### src/design/lli_pkg.sv
// ----------------------------------------------------------------------------
// lli_pkg: shared types and widths for the line intersection pipeline
// Derived widths of the Cramer's-rule datapath and the divider beat.
// ----------------------------------------------------------------------------
package lli_pkg;

    localparam int COORD_BITS      = 16;
    localparam int COORD_FRAC_BITS = 4;
    localparam int OUT_FRAC_BITS   = 16;
    localparam int OUT_BITS        = 32;

    localparam int DIF_W  = COORD_BITS + 1;            // direction difference
    localparam int PD_W   = 2 * DIF_W;                 // det partial product
    localparam int DET_W  = PD_W + 1;                  // determinant
    localparam int PP_W   = DIF_W + COORD_BITS;        // p/q partial product
    localparam int PQ_W   = PP_W + 1;                  // p, q
    localparam int NP_W   = DIF_W + PQ_W;              // numerator product
    localparam int NUM_W  = NP_W + 1;                  // d1, d2
    localparam int SHIFT  = OUT_FRAC_BITS - COORD_FRAC_BITS;
    localparam int Q_W    = OUT_BITS + 1;              // quotient bits computed
    localparam int MAG_W  = DET_W;                     // |det| and remainder
    localparam int REM_W  = MAG_W + 1;
    localparam int N_W    = NUM_W + SHIFT;             // scaled dividend
    localparam int CMP_W  = MAG_W + Q_W;
    localparam int FRONT_STAGES = 7;

    typedef struct packed {
        logic [MAG_W-1:0] rem;
        logic [Q_W-1:0]   bits;
        logic [Q_W-1:0]   quo;
        logic             neg;
        logic             ovf;
    } t_lane;

    typedef struct packed {
        logic [MAG_W-1:0] den;
        logic             found;
        t_lane            lx;
        t_lane            ly;
    } t_div;

endpackage

### src/design/lli_cell.sv
// ----------------------------------------------------------------------------
// lli_cell: one restoring-division step
// Produces one quotient bit for each coordinate and passes the beat on.
// ----------------------------------------------------------------------------
module lli_cell (
    input  logic          i_clk,
    input  logic          i_rst_n,
    input  logic          i_adv,
    input  logic          i_valid,
    input  lli_pkg::t_div i_d,
    output logic          o_valid,
    output lli_pkg::t_div o_d
);
    import lli_pkg::*;

    logic  r_valid;
    t_div  r_d;
    t_div  n_d;

    function automatic t_lane step(input t_lane l, input logic [MAG_W-1:0] den);
        logic [REM_W-1:0] r2;
        logic             ge;
        t_lane            o;
        r2     = {l.rem, l.bits[Q_W-1]};
        ge     = (r2 >= REM_W'(den));
        o      = l;
        o.rem  = ge ? MAG_W'(r2 - REM_W'(den)) : MAG_W'(r2);
        o.bits = {l.bits[Q_W-2:0], 1'b0};
        o.quo  = {l.quo[Q_W-2:0], ge};
        return o;
    endfunction

    always_comb begin
        n_d    = i_d;
        n_d.lx = step(i_d.lx, i_d.den);
        n_d.ly = step(i_d.ly, i_d.den);
    end

    always_ff @(posedge i_clk) begin
        if (!i_rst_n) begin
            r_valid <= 1'b0;
        end else if (i_adv) begin
            r_valid <= i_valid;
        end
    end

    always_ff @(posedge i_clk) begin
        if (i_adv) begin
            r_d <= n_d;
        end
    end

    assign o_valid = r_valid;
    assign o_d     = r_d;

endmodule

### config.mk
export PLATFORM = sky130hd
export DESIGN_NAME = lli_cell
export DESIGN_NICKNAME = d
export VERILOG_FILES = /design/src/design/lli_pkg.sv /design/src/design/lli_cell.sv
export SDC_FILE = /design/constraint.sdc
export NUM_CORES = 1
export LEC_CHECK = 0
export BUFFER_PORTS_ARGS = -buffer_cell sky130_fd_sc_hd__buf_2
export CAP_MARGIN = 20
export CORE_AREA = 2 2 190 192
export CTS_CLUSTER_SIZE = 16
export DETAILED_ROUTE_END_ITERATION = 10
export DIE_AREA = 0 0 192 194
export HOLD_SLACK_MARGIN = 0.08
export MAX_ROUTING_LAYER = met4
export PLACE_DENSITY = 0.63
export SYNTH_ARGS = -nofsm -noshare
export SYNTH_HDL_FRONTEND = slang
export SYNTH_SLANG_ARGS = --single-unit
### constraint.sdc
create_clock -name i_clk -period 5.05 [get_ports i_clk]
set_clock_uncertainty 0.1 [all_clocks]
set_input_delay 1.01 -clock i_clk [delete_from_list [all_inputs] [get_ports i_clk]]
set_output_delay 1.01 -clock i_clk [all_outputs]
set_load 0.05 [all_outputs]
* Yosys cells after proc, flatten, opt, wreduce, memory -nomap -nowiden *
Index checks and enable logic that the tools add are counted.

storage, ports and cells
  logic and storage cells = 19
  register bits = 241
  bits of input ports = 246
  output and inout bits = 243

cells by class
  add/sub/neg operators = 2
  multiplexer cells = 2
  order comparisons = 2

operators by type and width
  operator                                                        count
  36-bit by 35-bit greater-or-equal comparator with 1-bit output  2
  35-bit two-way mux                                              2
  35-bit subtractor                                               2

* Depth between registers and ports, before layout *
  word-level depth = 2
  mapped depth = 13
  mapped depth without buffers = 11

* Least setup slack after synthesis *
OpenSTA, ideal clock, no wires.

  path kind = input port to flip-flop
  start = input port i_d[67] (netlist bit)
  end = register r_d (netlist bit o_d[95]) (data pin)
  library setup time = 0.262 ns
  cell stages on the path = 12
  setup slack = 1.296 ns
  path buffers = 2
  data required time = 4.688 ns
  data arrival time = 3.392 ns
  cell sequence = inv_1 > ha_1 > fa_1 > nand2b_1 > a211oi_1 > o2111ai_1 > a211oi_1 > o31a_1 > or2_1 > buf_4 > buf_6 > mux2_1

RTL lines
  item                  line            RTL
  start, declared       lli_cell.sv:10  input lli_pkg::t_div i_d,
  end signal, assigned  lli_cell.sv:49  r_d <= n_d;
  end, declared         lli_cell.sv:17  t_div r_d;

==> results.txt <==
share of layout cells above drive strength 1: 0.364
Pwr per Cell Area: 393 nW/um^2
Min Clock Period, post-route: 3.82 ns
r2r endpoint: o_valid
Crit-path slowest cell: a2111oi_2
vias in the first global route: 9679
gr ovfl total: 0
number of synthesized flops with an enable pin: 240
DP HPWL: 33500 um
RePlAce Congestion: 0.931
CTS Hold Bufs: 0
# resized after CTS: 0
CTS Buffer Depth: 3
Post-Synth XOR/XNOR Area: 0.0401
Die W: 192 um
worst rel slew slack: 0.528
fin nets: 1817
setup violators final: 0
Setup crit end kind: flop
final WL: 41500 um
first-pass GRT wire length: 59300 um
number of top-level pins: 489
Crit Path Max Fanout: 3
DRC: 0
HP Start: o_valid
post-route cell area: 16000 sq um
total of warnings raised by yosys: 0
setup TNS: 0 ns
CP Launch Type: primary input
number of port buffers: 484
measured slew at the worst slew-check pin: 0.701 ns
DRC marker count from the first detailed-route iteration: 552
Total GRT Usage: 0.220
worst reg2reg setup slack: 4.34 ns
Layout area overhead: 31.0%
Synth Area in Compound Gates: 0.141
routed vias/inst: 5.00
H-tree depth: 1
post-layout util: 0.455
WS Path Type: primary input to flop
adder-cell area share of the yosys netlist: 0.0749
Die H: 194 um
Final Cycle Share: 0.757
TritonCTS Buffers: 28
Hold Vio Cnt, Final: 0
initial antenna violation count: 15
initial core utilization: 0.347
Max Clock Freq: 262 MHz
Worst R2R Path Depth: 2
Hold Path Sink: o_valid
CP required: 5.25 ns
hold path cells: 2
CP Cell Sequence: buf_2, inv_1, ha_1, fa_1, nand2b_1, a211oi_1, o2111ai_1, a2111oi_2, o21ai_1, o21ai_0, xnor2_1, mux2_1
CTS tree: yes
Synth Register Bits: 241
core area: 35200 sq um
status: finished, final reports clean
register area share after synthesis: 0.591
Top FF cell, synth: edfxtp_1
antenna viol nets, final: 0
FF-to-FF Start: o_valid
Clock Latency Late Sink: 0.55 ns
first drt pass iteration count: 5
path category of the worst min-delay check: flop to flop
post-CTS setup buffer count: 0
largest family of logic cells by synthesized area: compound AO/OA/AOI/OAI gates
fin. max-slew vios: 0
final worst slack: 1.23 ns
slowest cell delay on critical path: 0.59 ns
pin count of the biggest net entering global routing: 93
Max-Cap Viols: 0
post-synthesis mux area share: 0.0107
Clock transition at path regs: 0.06 ns
placed cell area: 15100 sq um
Async S/R FF share, synth: 0
worst hold margin: 0.446 ns
Cell variety after synth: 78
Post-Syn Area: 12200 sq um
total clock sinks: 241
die area: 37200 sq um
Post-Synth Simple-Gate Area: 0.103
Leakage: 6.92 nW
pre-CTS WS: 0.669 ns
synthesized area per cell: 12.0 sq um
RSZ-0062 raised after global routing: false
Cell Rows: 69
CP arrival: 4.02 ns
vias: 9983
Peak VDD IR: 0.270 mV
wire per inst: 20.8 um
Root Driver: clkbuf_16
cell count after synthesis: 1016
==> where the power goes <==
group | internal [mW] | total, mW | switching [mW]
Combinational | 0.483 | 1.82 | 1.33
Clock | 1.15 | 1.98 | 0.831
Sequential | 2.45 | 2.51 | 0.0527
==> sequential cells by signal, summed over array words and instances, names as in the netlist <==
name / flops
o_d: 240
o_valid: 1
==> per-stage QoR <==
stage	cells	total power, mW
2_1_floorplan	1017	3.84
3_3_place_gp	1930	4.36
3_5_place_dp	1930	4.37
4_1_cts	1982	6.37
5_1_grt	1995	6.57
6_report	1995	6.30
==> area by class of cell <==
cell class / count / area (sq um)
timing repair buffer: 493 / 2550
antenna: 13 / 32.5
sequential: 241 / 7230
clock inverter: 20 / 159
fill: 3399 / 19200
clock buffer: 32 / 737
inverter: 56 / 210
multi-input combinational: 679 / 4530
tap: 461 / 577
==> cells by family (layout without fill, tap and decap cells) <==
family	after synthesis	after routing
xor gates and xnor gates	56	56
AOI/OAI and AO/OA	271	271
other	1	15
buffers and inverters	97	601
adders and majority gates	72	72
DFF	241	241
and+or+nand+nor	266	266
muxes	12	12
==> Yosys cell counts, drive strengths merged (3+ instances only) <==
master / instances / area [sq um]
mux2i: 3 / 30.0
nor2: 63 / 236
and4: 3 / 26.3
a211oi: 6 / 45.0
clkbuf: 11 / 53.8
mux2: 9 / 101
o31ai: 6 / 45.0
a2111oi: 4 / 60.1
a31oi: 11 / 68.8
nor3: 14 / 75.1
o2111ai: 3 / 26.3
and2: 5 / 31.3
a21oi: 97 / 485
o211ai: 9 / 67.6
nor2b: 8 / 50.1
o41ai: 4 / 42.6
inv: 56 / 210
o221ai: 6 / 58.8
nand3: 26 / 130
nand2b: 13 / 81.3
a21o: 21 / 158
nand4: 20 / 125
nor4: 3 / 18.8
xnor2: 31 / 272
o21ai: 66 / 342
and3: 3 / 18.8
or2: 5 / 31.3
o21bai: 11 / 93.8
buf: 30 / 209
nand2: 91 / 344
xor2: 25 / 219
or3: 3 / 18.8
edfxtp: 240 / 7210
ha: 70 / 876
o21a: 9 / 67.6
==> worst max-delay path, delay by kind of cell <==
family	cells	cell delay, ns
AO/OA/AOI/OAI	5	1.67
XOR/XNOR	1	0.09
adder cells (fa/ha/maj)	2	0.62
buffers and inverters	2	0.14
multiplexers	1	0.30
AND/OR/NAND/NOR	1	0.18
==> layer usage <==
layer / up-vias / routed length (um) / GRT usage
met5: - / 0 / -
met2: 413 / 20100 / 0.365
met3: 84 / 3190 / 0.0509
li1: 4794 / - / -
met4: 0 / 1900 / 0.0944
met1: 4692 / 16300 / 0.254
==> worst max-delay path by stage <==
| stage | start | to | slack, ns | cells past startpoint |
|---|---|---|---|---|
| after floorplan | i_d[67] | o_d[95] | 1.30 | 12 |
| after global placement | i_d[67] | o_d[71] | 0.64 | 12 |
| after detailed placement | i_d[67] | o_d[78] | 0.67 | 12 |
| after CTS | i_d[67] | o_d[78] | 1.24 | 12 |
| after global routing | i_d[67] | o_d[71] | 1.08 | 12 |
| final | i_d[67] | o_d[98] | 1.23 | 12 |
==> layout by cell type (no fill, tap or decap), types with 25 or more instances in the layout <==
master / instances
o21ai_0: 41
buf_2: 483
edfxtp_1: 240
nand2_1: 90
ha_1: 70
clkbuf_16: 29
nand3_1: 26
xor2_1: 25
xnor2_1: 31
inv_1: 56
nor2_1: 63
a21oi_1: 97
No activity file was read; power rests on OpenSTA's default activity.
